===== config.mk =====
export PLATFORM = sky130hd
export DESIGN_NAME = heart_rate_confidence_tracker_flat
export DESIGN_NICKNAME = d
export VERILOG_FILES = /design/src/design/hrct_pkg.sv /design/src/design/hrct_in_if.sv /design/src/design/hrct_out_if.sv /design/src/design/hrct_div.sv /design/src/design/hrct_ctrl.sv /design/src/design/hrct_dp.sv /design/src/design/heart_rate_confidence_tracker.sv /design/src/flat_wrapper.sv
export SDC_FILE = /design/constraint.sdc
export NUM_CORES = 2
export LEC_CHECK = 0
export ABC_AREA = 1
export BUFFER_PORTS_ARGS = -buffer_cell sky130_fd_sc_hd__buf_2
export CAP_MARGIN = 20
export CORE_MARGIN = 2
export CORE_UTILIZATION = 42
export CTS_BUF_LIST = sky130_fd_sc_hd__clkbuf_4
export CTS_CLUSTER_DIAMETER = 30
export DETAILED_ROUTE_END_ITERATION = 6
export GPL_ROUTABILITY_DRIVEN = 0
export PLACE_DENSITY = 0.6
export RECOVER_POWER = 100
export SLEW_MARGIN = 0
export SYNTH_ARGS = -nofsm -noshare
export SYNTH_HDL_FRONTEND = slang
export SYNTH_SLANG_ARGS = --single-unit

===== constraint.sdc =====
create_clock -name clk -period 12.2 [get_ports clk]
set_clock_uncertainty 0.05 [all_clocks]
set_input_delay 0 -clock clk [delete_from_list [all_inputs] [get_ports clk]]
set_output_delay 0 -clock clk [all_outputs]
set_load 0.02 [all_outputs]

===== src/design/hrct_pkg.sv =====
// Package for the heart rate confidence tracker: widths, constants, codes and control types.
package hrct_pkg;

	// Field widths
	localparam int IR_W    = 18;
	localparam int TIME_W  = 32;
	localparam int BPM_W   = 16;
	localparam int CONF_W  = 7;
	localparam int TX_W    = 16;
	localparam int ID_W    = 8;
	localparam int CFG_W   = 32;
	localparam int IDX_W   = 3;

	// Serial divider geometry
	localparam int NUM_W     = 34;
	localparam int DEN_W     = 32;
	localparam int DIV_STEPS = NUM_W;
	localparam int CNT_W     = $clog2(DIV_STEPS + 1);

	// 60e6 * 256: Q8.8 beats per minute from a microsecond interval
	localparam logic [NUM_W-1:0] RATE_NUM = 34'd15360000000;

	// Decay by 0.98 as floor(rate * 49 / 50); the divide by 50 is a multiply by
	// ceil(2^28 / 50) and a shift, exact for every product below 2^22
	localparam int PROD_W   = BPM_W + 6;
	localparam int RECIP_W  = 23;
	localparam int DECAY_SH = 28;
	localparam logic [PROD_W-1:0]  DECAY_MUL   = PROD_W'(49);
	localparam logic [RECIP_W-1:0] DECAY_RECIP = RECIP_W'(5368710);

	// Confidence codes
	localparam logic [CONF_W-1:0] CONF_NONE    = 7'd0;
	localparam logic [CONF_W-1:0] CONF_STALE   = 7'd20;
	localparam logic [CONF_W-1:0] CONF_WARM    = 7'd30;
	localparam logic [CONF_W-1:0] CONF_PEER    = 7'd50;
	localparam logic [CONF_W-1:0] CONF_HEALTHY = 7'd100;

	// Register indexes
	localparam logic [IDX_W-1:0] REG_CONTACT_THR = 3'd0;
	localparam logic [IDX_W-1:0] REG_COLD_START  = 3'd1;
	localparam logic [IDX_W-1:0] REG_MIN_INTV    = 3'd2;
	localparam logic [IDX_W-1:0] REG_STALE       = 3'd3;
	localparam logic [IDX_W-1:0] REG_TX_INTV     = 3'd4;
	localparam logic [IDX_W-1:0] REG_PEER_MIN    = 3'd5;
	localparam logic [IDX_W-1:0] REG_INIT_GOOD   = 3'd6;
	localparam logic [IDX_W-1:0] REG_NODE_ID     = 3'd7;

	// Register reset values
	localparam logic [IR_W-1:0]   RST_CONTACT_THR = 18'd30000;
	localparam logic [TIME_W-1:0] RST_COLD_START  = 32'd3000000;
	localparam logic [TIME_W-1:0] RST_MIN_INTV    = 32'd250000;
	localparam logic [TIME_W-1:0] RST_STALE       = 32'd5000000;
	localparam logic [TX_W-1:0]   RST_TX_INTV     = 16'd100;
	localparam logic [CONF_W-1:0] RST_PEER_MIN    = 7'd60;
	localparam logic [BPM_W-1:0]  RST_INIT_GOOD   = 16'd18432;
	localparam logic [ID_W-1:0]   RST_NODE_ID     = 8'd1;

	// Controller states
	typedef enum logic [1:0] {
		S_IDLE,
		S_EVAL,
		S_DIV,
		S_DONE
	} state_t;

	// Controller to datapath
	typedef struct packed {
		logic in_ready;
		logic eval;
		logic div_start;
		logic decay;
		logic div_apply;
		logic load_out;
	} dp_cmd_t;

	// Datapath to controller
	typedef struct packed {
		logic in_take;
		logic contact;
		logic beat;
		logic cold;
		logic measure;
		logic stale;
		logic div_done;
		logic out_free;
	} dp_sts_t;

endpackage


===== src/design/hrct_in_if.sv =====
// Input channel: one sensor poll per item.
interface hrct_in_if;
	import hrct_pkg::*;

	logic              valid;
	logic              ready;
	logic [IR_W-1:0]   ir_sample;
	logic              beat_seen;
	logic [TIME_W-1:0] now_us;
	logic [TIME_W-1:0] now_ms;
	logic              peer_contact;
	logic [CONF_W-1:0] peer_confidence;
	logic [BPM_W-1:0]  peer_bpm;

	modport source (
		output valid, ir_sample, beat_seen, now_us, now_ms,
		       peer_contact, peer_confidence, peer_bpm,
		input  ready
	);

	modport sink (
		input  valid, ir_sample, beat_seen, now_us, now_ms,
		       peer_contact, peer_confidence, peer_bpm,
		output ready
	);

endinterface


===== src/design/hrct_out_if.sv =====
// Output channel: one report per item.
interface hrct_out_if;
	import hrct_pkg::*;

	logic              valid;
	logic              ready;
	logic              send_now;
	logic [ID_W-1:0]   report_id;
	logic [BPM_W-1:0]  rate_bpm;
	logic [CONF_W-1:0] confidence_pct;
	logic              has_contact;
	logic [TIME_W-1:0] since_beat_us;

	modport source (
		output valid, send_now, report_id, rate_bpm, confidence_pct,
		       has_contact, since_beat_us,
		input  ready
	);

	modport sink (
		input  valid, send_now, report_id, rate_bpm, confidence_pct,
		       has_contact, since_beat_us,
		output ready
	);

endinterface


===== src/design/hrct_div.sv =====
// Restoring serial divider, one quotient bit per cycle.
module hrct_div (
	input  logic                       clk,
	input  logic                       arst_n,
	input  logic                       start,
	input  logic [hrct_pkg::NUM_W-1:0] num,
	input  logic [hrct_pkg::DEN_W-1:0] den,
	output logic                       done,
	output logic [hrct_pkg::NUM_W-1:0] quo
);
	import hrct_pkg::*;

	logic [DEN_W-1:0] rem_q;
	logic [NUM_W-1:0] quo_q;
	logic [DEN_W-1:0] dvs_q;
	logic [CNT_W-1:0] cnt_q;
	logic             busy_q;
	logic             done_q;

	logic [DEN_W:0]   shifted;
	logic [DEN_W+1:0] trial;
	logic             fits;

	// Trial subtract of the shifted remainder
	always_comb begin
		shifted = {rem_q, quo_q[NUM_W-1]};
		trial   = {1'b0, shifted} - {2'b00, dvs_q};
		fits    = ~trial[DEN_W+1];
	end

	// Control
	always_ff @(posedge clk or negedge arst_n) begin
		if (!arst_n) begin
			busy_q <= 1'b0;
			done_q <= 1'b0;
			cnt_q  <= '0;
		end else begin
			done_q <= 1'b0;
			if (start) begin
				busy_q <= 1'b1;
				cnt_q  <= CNT_W'(DIV_STEPS);
			end else if (busy_q) begin
				cnt_q <= cnt_q - 1'b1;
				if (cnt_q == CNT_W'(1)) begin
					busy_q <= 1'b0;
					done_q <= 1'b1;
				end
			end
		end
	end

	// Remainder and quotient shift
	always_ff @(posedge clk) begin
		if (start) begin
			rem_q <= '0;
			quo_q <= num;
			dvs_q <= den;
		end else if (busy_q) begin
			rem_q <= fits ? trial[DEN_W-1:0] : shifted[DEN_W-1:0];
			quo_q <= {quo_q[NUM_W-2:0], fits};
		end
	end

	assign done = done_q;
	assign quo  = quo_q;

endmodule


===== src/design/hrct_ctrl.sv =====
// Controller state machine: sequences evaluation, division and result hand-off.
module hrct_ctrl (
	input  logic               clk,
	input  logic               arst_n,
	input  hrct_pkg::dp_sts_t  sts,
	output hrct_pkg::dp_cmd_t  cmd
);
	import hrct_pkg::*;

	state_t state_q;
	state_t state_d;
	logic   need_rate;
	logic   need_decay;

	// Which polls measure a rate and which decay a stale one
	always_comb begin
		need_rate  = sts.contact & sts.beat & ~sts.cold & sts.measure;
		need_decay = sts.contact & ~sts.beat & sts.stale;
	end

	// State register
	always_ff @(posedge clk or negedge arst_n) begin
		if (!arst_n) begin
			state_q <= S_IDLE;
		end else begin
			state_q <= state_d;
		end
	end

	// Next state
	always_comb begin
		state_d = state_q;
		unique case (state_q)
			S_IDLE: begin
				if (sts.in_take) state_d = S_EVAL;
			end
			S_EVAL: begin
				state_d = need_rate ? S_DIV : S_DONE;
			end
			S_DIV: begin
				if (sts.div_done) state_d = S_DONE;
			end
			S_DONE: begin
				if (sts.out_free) state_d = S_IDLE;
			end
			default: state_d = S_IDLE;
		endcase
	end

	// Outputs
	always_comb begin
		cmd = '0;
		unique case (state_q)
			S_IDLE: begin
				cmd.in_ready = 1'b1;
			end
			S_EVAL: begin
				cmd.eval      = 1'b1;
				cmd.div_start = need_rate;
				cmd.decay     = need_decay;
			end
			S_DIV: begin
				cmd.div_apply = sts.div_done;
			end
			S_DONE: begin
				cmd.load_out = sts.out_free;
			end
			default: cmd = '0;
		endcase
	end

endmodule


===== src/design/hrct_dp.sv =====
// Datapath: configuration, tracker state, decisions, divider and output register.
module hrct_dp (
	input  logic                       clk,
	input  logic                       arst_n,
	input  logic                       cfg_we,
	input  logic [hrct_pkg::IDX_W-1:0] cfg_index,
	input  logic [hrct_pkg::CFG_W-1:0] cfg_data,
	hrct_in_if.sink                    in_ch,
	hrct_out_if.source                 out_ch,
	input  hrct_pkg::dp_cmd_t          cmd,
	output hrct_pkg::dp_sts_t          sts
);
	import hrct_pkg::*;

	// Configuration registers
	logic [IR_W-1:0]   thr_q;
	logic [TIME_W-1:0] cold_q;
	logic [TIME_W-1:0] min_q;
	logic [TIME_W-1:0] stale_q;
	logic [TX_W-1:0]   tx_q;
	logic [CONF_W-1:0] pmin_q;
	logic [BPM_W-1:0]  init_good_q;
	logic [ID_W-1:0]   node_q;

	// Tracker state
	logic [TIME_W-1:0] last_beat_q;
	logic [TIME_W-1:0] last_send_q;
	logic [BPM_W-1:0]  last_good_q;
	logic [BPM_W-1:0]  rate_q;
	logic [CONF_W-1:0] conf_q;
	logic              beat_valid_q;
	logic              send_q;

	// Latched poll
	logic [IR_W-1:0]   ir_q;
	logic              beat_q;
	logic [TIME_W-1:0] now_us_q;
	logic [TIME_W-1:0] now_ms_q;
	logic              pcon_q;
	logic [CONF_W-1:0] pconf_q;
	logic [BPM_W-1:0]  pbpm_q;

	// Output register
	logic              out_valid_q;
	logic              o_send_q;
	logic [ID_W-1:0]   o_id_q;
	logic [BPM_W-1:0]  o_rate_q;
	logic [CONF_W-1:0] o_conf_q;
	logic              o_contact_q;
	logic [TIME_W-1:0] o_since_q;

	logic                      in_take;
	logic                      contact;
	logic                      borrow;
	logic [TIME_W-1:0]         delta;
	logic [TIME_W-1:0]         ms_delta;
	logic [PROD_W-1:0]         decay_prod;
	logic [PROD_W+RECIP_W-1:0] decay_wide;
	logic [BPM_W-1:0]          decay_rate;
	logic                      div_done;
	logic [NUM_W-1:0]          div_quo;
	logic [BPM_W-1:0]          meas_rate;

	// Decisions on the latched poll
	always_comb begin
		in_take    = in_ch.valid & cmd.in_ready;
		contact    = ir_q > thr_q;
		borrow     = pcon_q & (pconf_q > pmin_q);
		delta      = now_us_q - last_beat_q;
		ms_delta   = now_ms_q - last_send_q;
		// rate * 49 / 50 through the reciprocal of 50
		decay_prod = PROD_W'(rate_q) * DECAY_MUL;
		decay_wide = (PROD_W+RECIP_W)'(decay_prod) * (PROD_W+RECIP_W)'(DECAY_RECIP);
		decay_rate = decay_wide[DECAY_SH +: BPM_W];
		meas_rate  = (|div_quo[NUM_W-1:BPM_W]) ? {BPM_W{1'b1}} : div_quo[BPM_W-1:0];
	end

	assign in_ch.ready = cmd.in_ready;

	always_comb begin
		sts.in_take  = in_take;
		sts.contact  = contact;
		sts.beat     = beat_q;
		sts.cold     = delta > cold_q;
		sts.measure  = delta > min_q;
		sts.stale    = delta > stale_q;
		sts.div_done = div_done;
		sts.out_free = ~out_valid_q | out_ch.ready;
	end

	// Poll capture
	always_ff @(posedge clk) begin
		if (in_take) begin
			ir_q     <= in_ch.ir_sample;
			beat_q   <= in_ch.beat_seen;
			now_us_q <= in_ch.now_us;
			now_ms_q <= in_ch.now_ms;
			pcon_q   <= in_ch.peer_contact;
			pconf_q  <= in_ch.peer_confidence;
			pbpm_q   <= in_ch.peer_bpm;
		end
	end

	// Configuration registers
	always_ff @(posedge clk or negedge arst_n) begin
		if (!arst_n) begin
			thr_q       <= RST_CONTACT_THR;
			cold_q      <= RST_COLD_START;
			min_q       <= RST_MIN_INTV;
			stale_q     <= RST_STALE;
			tx_q        <= RST_TX_INTV;
			pmin_q      <= RST_PEER_MIN;
			init_good_q <= RST_INIT_GOOD;
			node_q      <= RST_NODE_ID;
		end else if (cfg_we) begin
			unique case (cfg_index)
				REG_CONTACT_THR: thr_q       <= cfg_data[IR_W-1:0];
				REG_COLD_START:  cold_q      <= cfg_data[TIME_W-1:0];
				REG_MIN_INTV:    min_q       <= cfg_data[TIME_W-1:0];
				REG_STALE:       stale_q     <= cfg_data[TIME_W-1:0];
				REG_TX_INTV:     tx_q        <= cfg_data[TX_W-1:0];
				REG_PEER_MIN:    pmin_q      <= cfg_data[CONF_W-1:0];
				REG_INIT_GOOD:   init_good_q <= cfg_data[BPM_W-1:0];
				REG_NODE_ID:     node_q      <= cfg_data[ID_W-1:0];
				default: ;
			endcase
		end
	end

	// Tracker state update
	always_ff @(posedge clk or negedge arst_n) begin
		if (!arst_n) begin
			last_beat_q  <= '0;
			last_send_q  <= '0;
			last_good_q  <= RST_INIT_GOOD;
			rate_q       <= '0;
			conf_q       <= CONF_NONE;
			beat_valid_q <= 1'b0;
			send_q       <= 1'b0;
		end else begin
			// Writing the initial good rate also reloads the last good rate
			if (cfg_we && cfg_index == REG_INIT_GOOD) begin
				last_good_q <= cfg_data[BPM_W-1:0];
			end
			if (cmd.eval) begin
				if (contact) begin
					if (beat_q) begin
						last_beat_q  <= now_us_q;
						beat_valid_q <= 1'b1;
						if (delta > cold_q) begin
							conf_q <= CONF_WARM;
							rate_q <= last_good_q;
						end
					end else if (cmd.decay) begin
						// no beat for too long: decay the rate
						rate_q <= decay_rate;
						conf_q <= CONF_STALE;
					end
				end else if (borrow) begin
					rate_q <= pbpm_q;
					conf_q <= CONF_PEER;
				end else begin
					rate_q <= '0;
					conf_q <= CONF_NONE;
				end
				send_q <= ms_delta > TIME_W'(tx_q);
				if (ms_delta > TIME_W'(tx_q)) begin
					last_send_q <= now_ms_q;
				end
			end
			// Divider result: measured rate
			if (cmd.div_apply) begin
				rate_q      <= meas_rate;
				last_good_q <= meas_rate;
				conf_q      <= CONF_HEALTHY;
			end
		end
	end

	// Serial divider for the measured rate
	hrct_div u_div (
		.clk    (clk),
		.arst_n (arst_n),
		.start  (cmd.div_start),
		.num    (RATE_NUM),
		.den    (delta),
		.done   (div_done),
		.quo    (div_quo)
	);

	// Output valid
	always_ff @(posedge clk or negedge arst_n) begin
		if (!arst_n) begin
			out_valid_q <= 1'b0;
		end else if (cmd.load_out) begin
			out_valid_q <= 1'b1;
		end else if (out_ch.ready) begin
			out_valid_q <= 1'b0;
		end
	end

	// Output payload
	always_ff @(posedge clk) begin
		if (cmd.load_out) begin
			o_send_q    <= send_q;
			o_id_q      <= node_q;
			o_rate_q    <= rate_q;
			o_conf_q    <= conf_q;
			o_contact_q <= contact;
			o_since_q   <= beat_valid_q ? (now_us_q - last_beat_q) : '0;
		end
	end

	assign out_ch.valid          = out_valid_q;
	assign out_ch.send_now       = o_send_q;
	assign out_ch.report_id      = o_id_q;
	assign out_ch.rate_bpm       = o_rate_q;
	assign out_ch.confidence_pct = o_conf_q;
	assign out_ch.has_contact    = o_contact_q;
	assign out_ch.since_beat_us  = o_since_q;

endmodule


===== src/design/heart_rate_confidence_tracker.sv =====
// Top level of the heart rate confidence tracker: controller plus datapath.
//
// Each poll item produces exactly one report item. A poll that does not measure a
// beat interval passes from acceptance through the evaluation and done states to
// its registered report; a stale rate is decayed in the evaluation cycle by a
// reciprocal multiply. A poll that measures a rate (beat with an interval between
// the minimum and cold-start limits) also waits in the divide state while the
// 34-step serial divider works out 15360000000/interval. A full output register
// keeps the block in the done state until its report is taken. One poll is worked
// at a time; the next can be accepted in the cycle after the previous report
// is loaded into the output register, even while that report still waits to be
// taken. Configuration writes go through cfg_we/cfg_index/cfg_data while the
// block is idle; the user must keep to this, as the block does not enforce it.
// Writing initial_good_bpm also reloads the last good rate.
module heart_rate_confidence_tracker (
	input  logic                       clk,
	input  logic                       arst_n,
	input  logic                       cfg_we,
	input  logic [hrct_pkg::IDX_W-1:0] cfg_index,
	input  logic [hrct_pkg::CFG_W-1:0] cfg_data,
	hrct_in_if.sink                    in_ch,
	hrct_out_if.source                 out_ch
);
	import hrct_pkg::*;

	dp_cmd_t cmd;
	dp_sts_t sts;

	// Sequencer
	hrct_ctrl u_ctrl (
		.clk    (clk),
		.arst_n (arst_n),
		.sts    (sts),
		.cmd    (cmd)
	);

	// Datapath
	hrct_dp u_dp (
		.clk       (clk),
		.arst_n    (arst_n),
		.cfg_we    (cfg_we),
		.cfg_index (cfg_index),
		.cfg_data  (cfg_data),
		.in_ch     (in_ch),
		.out_ch    (out_ch),
		.cmd       (cmd),
		.sts       (sts)
	);

endmodule


===== src/flat_wrapper.sv =====
// flat-port wrapper written by rule: the top's interface ports become plain ports
module heart_rate_confidence_tracker_flat import hrct_pkg::*;
  (clk, arst_n, cfg_we, cfg_index, cfg_data, in_ch_valid, in_ch_ir_sample, in_ch_beat_seen, in_ch_now_us, in_ch_now_ms, in_ch_peer_contact, in_ch_peer_confidence, in_ch_peer_bpm, in_ch_ready, out_ch_valid, out_ch_send_now, out_ch_report_id, out_ch_rate_bpm, out_ch_confidence_pct, out_ch_has_contact, out_ch_since_beat_us, out_ch_ready);
  hrct_in_if in_ch_i ();
  hrct_out_if out_ch_i ();
  input  logic clk;
  input  logic arst_n;
  input  logic cfg_we;
  input  logic [hrct_pkg::IDX_W-1:0] cfg_index;
  input  logic [hrct_pkg::CFG_W-1:0] cfg_data;
  input wire logic [$bits(in_ch_i.valid)-1:0] in_ch_valid;
  input wire logic [$bits(in_ch_i.ir_sample)-1:0] in_ch_ir_sample;
  input wire logic [$bits(in_ch_i.beat_seen)-1:0] in_ch_beat_seen;
  input wire logic [$bits(in_ch_i.now_us)-1:0] in_ch_now_us;
  input wire logic [$bits(in_ch_i.now_ms)-1:0] in_ch_now_ms;
  input wire logic [$bits(in_ch_i.peer_contact)-1:0] in_ch_peer_contact;
  input wire logic [$bits(in_ch_i.peer_confidence)-1:0] in_ch_peer_confidence;
  input wire logic [$bits(in_ch_i.peer_bpm)-1:0] in_ch_peer_bpm;
  output wire logic [$bits(in_ch_i.ready)-1:0] in_ch_ready;
  output wire logic [$bits(out_ch_i.valid)-1:0] out_ch_valid;
  output wire logic [$bits(out_ch_i.send_now)-1:0] out_ch_send_now;
  output wire logic [$bits(out_ch_i.report_id)-1:0] out_ch_report_id;
  output wire logic [$bits(out_ch_i.rate_bpm)-1:0] out_ch_rate_bpm;
  output wire logic [$bits(out_ch_i.confidence_pct)-1:0] out_ch_confidence_pct;
  output wire logic [$bits(out_ch_i.has_contact)-1:0] out_ch_has_contact;
  output wire logic [$bits(out_ch_i.since_beat_us)-1:0] out_ch_since_beat_us;
  input wire logic [$bits(out_ch_i.ready)-1:0] out_ch_ready;
  assign in_ch_i.valid = in_ch_valid;
  assign in_ch_i.ir_sample = in_ch_ir_sample;
  assign in_ch_i.beat_seen = in_ch_beat_seen;
  assign in_ch_i.now_us = in_ch_now_us;
  assign in_ch_i.now_ms = in_ch_now_ms;
  assign in_ch_i.peer_contact = in_ch_peer_contact;
  assign in_ch_i.peer_confidence = in_ch_peer_confidence;
  assign in_ch_i.peer_bpm = in_ch_peer_bpm;
  assign in_ch_ready = in_ch_i.ready;
  assign out_ch_valid = out_ch_i.valid;
  assign out_ch_send_now = out_ch_i.send_now;
  assign out_ch_report_id = out_ch_i.report_id;
  assign out_ch_rate_bpm = out_ch_i.rate_bpm;
  assign out_ch_confidence_pct = out_ch_i.confidence_pct;
  assign out_ch_has_contact = out_ch_i.has_contact;
  assign out_ch_since_beat_us = out_ch_i.since_beat_us;
  assign out_ch_i.ready = out_ch_ready;
  heart_rate_confidence_tracker u_core (.clk(clk), .arst_n(arst_n), .cfg_we(cfg_we), .cfg_index(cfg_index), .cfg_data(cfg_data), .in_ch(in_ch_i), .out_ch(out_ch_i));
endmodule

==> impl_summary.txt <==
----------------------------------------------------
[Clock tree]
  Clock edge transition at the registers on the reported setup and hold paths ... about 0.060 ns
  CTS H-Tree Depth ... 4
  Buffer type at the clock tree root ... sky130_fd_sc_hd__clkbuf_4
  Clock buffer count from CTS ... 150
  CTS tree ... built
  Longest Clk Path Bufs ... 3
  Clock latency reported for the late side of the worst-skew pair ... just over 1 ns
  Post-CTS setup buffer count ... 0
  Number of gates resized after CTS ... 0
  Number of sinks handled by clock tree synthesis ... approximately 530

[Die]
  Initial Util ... a little over two fifths
  Core area ... around 95000 um^2
  Boundary pin count ... between 200 and 250
  DIE AREA ... a little under 100000 um^2
  Die Width ... between 300 and 400 um
  Chip height ... about 310 um
  Number of rows created at floorplan ... between 100 and 150

[Global routing]
  Largest net degree at the start of global routing ... about 110
  Total GRT Usage ... 24.07%
  Total grt overflow ... 0
  Global-route wire length before repair ... around 190000 um
  Via count of the first global-routing pass ... approximately 35000
  Antenna violations before repair ... 8

[STA]
  Slack of the critical path ... between 2 and 3 ns
  RSZ-0062 raised after global routing ... no
  Accumulated negative setup slack ... 0 ns
  Time the final worst path needs with I/O delays and setup ... around 9.2 ns
  Slew Limit Fails ... approximately 850
  Max-slew headroom ... -347.3%
  Maximum operating frequency ... between 0.1 and 0.15 GHz
  Hold slack final ... 0.1313 ns
  Portion of the clock cycle consumed by the worst path in the final layout ... around three quarters
  Transition time at the pin with the least slew margin ... 6.709 ns
  Number of setup violations in the final report ... 0
  Final hold vios ... 0

[Route]
  Antenna-violating nets left ... 0
  Total wire length after detailed routing ... ~120000 um
  WL/cell ... ~17 um
  Detailed Route Iter0 Violations ... between 2000 and 2500
  Number of search-and-repair iterations in the first detailed-routing pass ... 6
  Post-detailed-route DRC marker count ... 0
  Via density per instance ... between 4 and 5
  Total via count after detailed routing ... between 30000 and 40000

[Synth]
  Synthesized netlist cell count ... between 4000 and 5000
  Number of flops mapped to enable cells by yosys ... 203
  FFs w/ async S/R, synth ... 49.15%
  Synth Cell Area ... around 40000 um^2
  Distinct cell type count after synthesis ... 62
  Avg Inst Size Synth ... 8.208 um^2
  Cell types occupying the most area after synthesis ... sky130_fd_sc_hd__ha_1, sky130_fd_sc_hd__edfxtp_1, sky130_fd_sc_hd__dfrtp_1
  Top cell type's share of synthesized area ... 15.75%
  Number of warnings printed during yosys synthesis ... 0
  FF+latch count, synth ... about 530
  Fraction of the yosys area taken by sequential cells ... 34.57%
  Biggest area consumer among synthesized cells ... sky130_fd_sc_hd__ha_1
  Total nets after synthesis ... 5763
  Primary FF master, synth ... sky130_fd_sc_hd__dfrtp_1

[Setup path]
  Arrival @ worst endpoint ... between 10 and 15 ns
  Worst reg2reg endpoint ... u_core.u_dp.rate_q[14]
  Kind of capture point of the worst setup path ... register
  Delay contributed by the slowest stage of the critical path ... roughly 0.69 ns
  Worst-case reg-to-reg path depth ... 42
  Path type of the worst setup path ... reg2reg
  Reg2Reg Setup Slack ... 2.98 ns
  Worst setup SP type ... register
  Top fanout value on the critical path ... 12
  Crit path max-delay cell type ... sky130_fd_sc_hd__dfrtp_1
  Critical path startpoint ... u_core.u_dp.rate_q[0]
  Beginning of the worst register-to-register path ... u_core.u_dp.rate_q[0]
  Cell seen most often among critical-path stages ... sky130_fd_sc_hd__nand2_1
  WP data required ... about 13 ns

[Finish]
  Filler cell count ... 9147
  Share of the core filled with cells ... approximately half
  Net count, final ... about 6400
  Synth-to-layout area growth ... 18.48%
  Share of post-route cells with drive strength above 1 ... under 10%

[Place]
  Detail Placement HPWL ... around 89000 um
  Post-place setup slack ... ~3.2 ns
  Number of buffer cells added on primary ports ... 212

[Run]
  Max-cap violations ... 15

[Status]
  Violations in the final reports ... capacitance limit, slew limit
  Run status ... complete, but fails checks

[Hold path]
  Min-Delay Path Depth ... 5
  Startpoint of the most critical hold path ... cfg_index[1]
  Hold EP ... u_core.u_dp.pmin_q[2]
  Worst hold-check path type ... in2reg

----------------------------------------------------
-- placed cells by master (no fill, tap or decap), drive strengths merged, types with 18 or more instances in the layout --
| cell type | instances |
|---|---|
| edfxtp | 203 |
| nand3b | 18 |
| dlygate4sd3 | 297 |
| dfxtp | 66 |
| o21ai | 294 |
| nor3 | 36 |
| dfrtp | 218 |
| a21oi | 283 |
| nand3 | 190 |
| o21bai | 20 |
| xnor2 | 34 |
| clkbuf | 305 |
| ha | 509 |
| dfstp | 42 |
| nand4 | 53 |
| nor2 | 341 |
| xor2 | 82 |
| o221ai | 22 |
| buf | 144 |
| fa | 181 |
| a21o | 19 |
| nand2 | 1118 |
| clkinv | 45 |
| inv | 1029 |
-- cells by family after synthesis --
| kind of cell | after synthesis | synth area share, % |
|---|---|---|
| flops | 529 | 34.57 |
| compound gates | 693 | 9.441 |
| fa+ha+maj | 690 | 24.71 |
| simple gates | 1784 | 18.06 |
| mux | 1 | 0.02785 |
| buf+inv | 1112 | 10.50 |
| other cells | 1 | 0.009275 |
| xor+xnor | 116 | 2.680 |
-- worst max-delay path: cells and delay by family (launching register included) --
family / cells / cell delay, ns
AOI/OAI and AO/OA: 4 / 1.06
buffers and inverters: 7 / 0.48
adders and majority gates: 13 / 4.64
DFF: 1 / 0.69
and+or+nand+nor: 16 / 1.59
xor gates and xnor gates: 2 / 0.64
-- routing by layer --
| layer | wire length [um] | vias up | track usage (%) |
|---|---|---|---|
| met5 | 41 | - | 0 |
| met4 | 5096 | 6 | 10.91 |
| met3 | 6933 | 265 | 4.572 |
| met2 | 55590 | 953 | 40.49 |
| met1 | 49170 | 15961 | 29.95 |
| li1 | - | 16970 | - |
-- synthesized netlist by cell type, types with 53 or more instances --
cell type / count
sky130_fd_sc_hd__a21oi_1: 281
sky130_fd_sc_hd__nor2_1: 334
sky130_fd_sc_hd__o21ai_0: 288
sky130_fd_sc_hd__dfxtp_1: 66
sky130_fd_sc_hd__dfrtp_1: 218
sky130_fd_sc_hd__xor2_1: 76
sky130_fd_sc_hd__fa_1: 181
sky130_fd_sc_hd__nand3_1: 188
sky130_fd_sc_hd__nand4_1: 53
sky130_fd_sc_hd__nand2_1: 1112
sky130_fd_sc_hd__ha_1: 509
sky130_fd_sc_hd__edfxtp_1: 203
sky130_fd_sc_hd__inv_1: 1015
-- state kept, by name, summed over array words and instances, names as in the netlist, 7 cells and up --
| name | count |
|---|---|
| u_core.u_dp.cold_q | 32 |
| u_core.u_dp.ir_q | 18 |
| u_core.u_dp.last_beat_q | 32 |
| u_core.u_dp.last_good_q | 16 |
| u_core.u_dp.last_send_q | 32 |
| u_core.u_dp.min_q | 32 |
| u_core.u_dp.node_q | 8 |
| u_core.u_dp.now_ms_q | 32 |
| u_core.u_dp.now_us_q | 32 |
| u_core.u_dp.out_ch.rate_bpm | 16 |
| u_core.u_dp.out_ch.report_id | 8 |
| u_core.u_dp.out_ch.since_beat_us | 32 |
| u_core.u_dp.pbpm_q | 16 |
| u_core.u_dp.pconf_q | 7 |
| u_core.u_dp.pmin_q | 7 |
| u_core.u_dp.rate_q | 16 |
| u_core.u_dp.stale_q | 32 |
| u_core.u_dp.thr_q | 18 |
| u_core.u_dp.tx_q | 16 |
| u_core.u_dp.u_div.dvs_q | 32 |
| u_core.u_dp.u_div.quo | 34 |
| u_core.u_dp.u_div.rem_q | 32 |
-- final cells by class --
| class | count | area [um^2] | share of cell area, % |
|---|---|---|---|
| multi-input combinational | 3285 | 22210 | 46.36 |
| sequential | 529 | 13980 | 29.18 |
| timing repair buffer | 529 | 4039 | 8.431 |
| inverter | 1026 | 3852 | 8.042 |
| clock buffer | 217 | 1629 | 3.401 |
| tap | 1265 | 1583 | 3.304 |
| clock inverter | 62 | 601.8 | 1.256 |
| antenna | 5 | 12.51 | 0.02612 |
-- what timing repair did --
action / 4_1_cts / 5_1_grt
setup endpoints to repair: 0 / 0
endpoints found under the hold margin: 612 / 0
hold buffers: 298 / 0
-- metrics by stage --
stage | instance area [um^2] | instances
2_1_floorplan | 40430 | 4926
3_3_place_gp | 42870 | 6334
3_5_place_dp | 42870 | 6334
4_1_cts | 48100 | 6911
5_1_grt | 47900 | 6917
6_report | 47900 | 6918
-- worst max path at each step --
stage,endpoint,slack (ns),cells after the start
4_1_cts,u_core.u_dp.rate_q[9],3.11,42
3_3_place_gp,u_core.u_dp.rate_q[9],3.29,41
2_1_floorplan,u_core.u_dp.rate_q[10],4.17,42
5_1_grt,u_core.u_dp.rate_q[12],2.48,41
3_5_place_dp,u_core.u_dp.rate_q[9],3.18,42
6_report,u_core.u_dp.rate_q[14],2.98,42
Power is not shown: default switching activity piles up to over one toggle a cycle in this logic, so the estimate is an artifact.
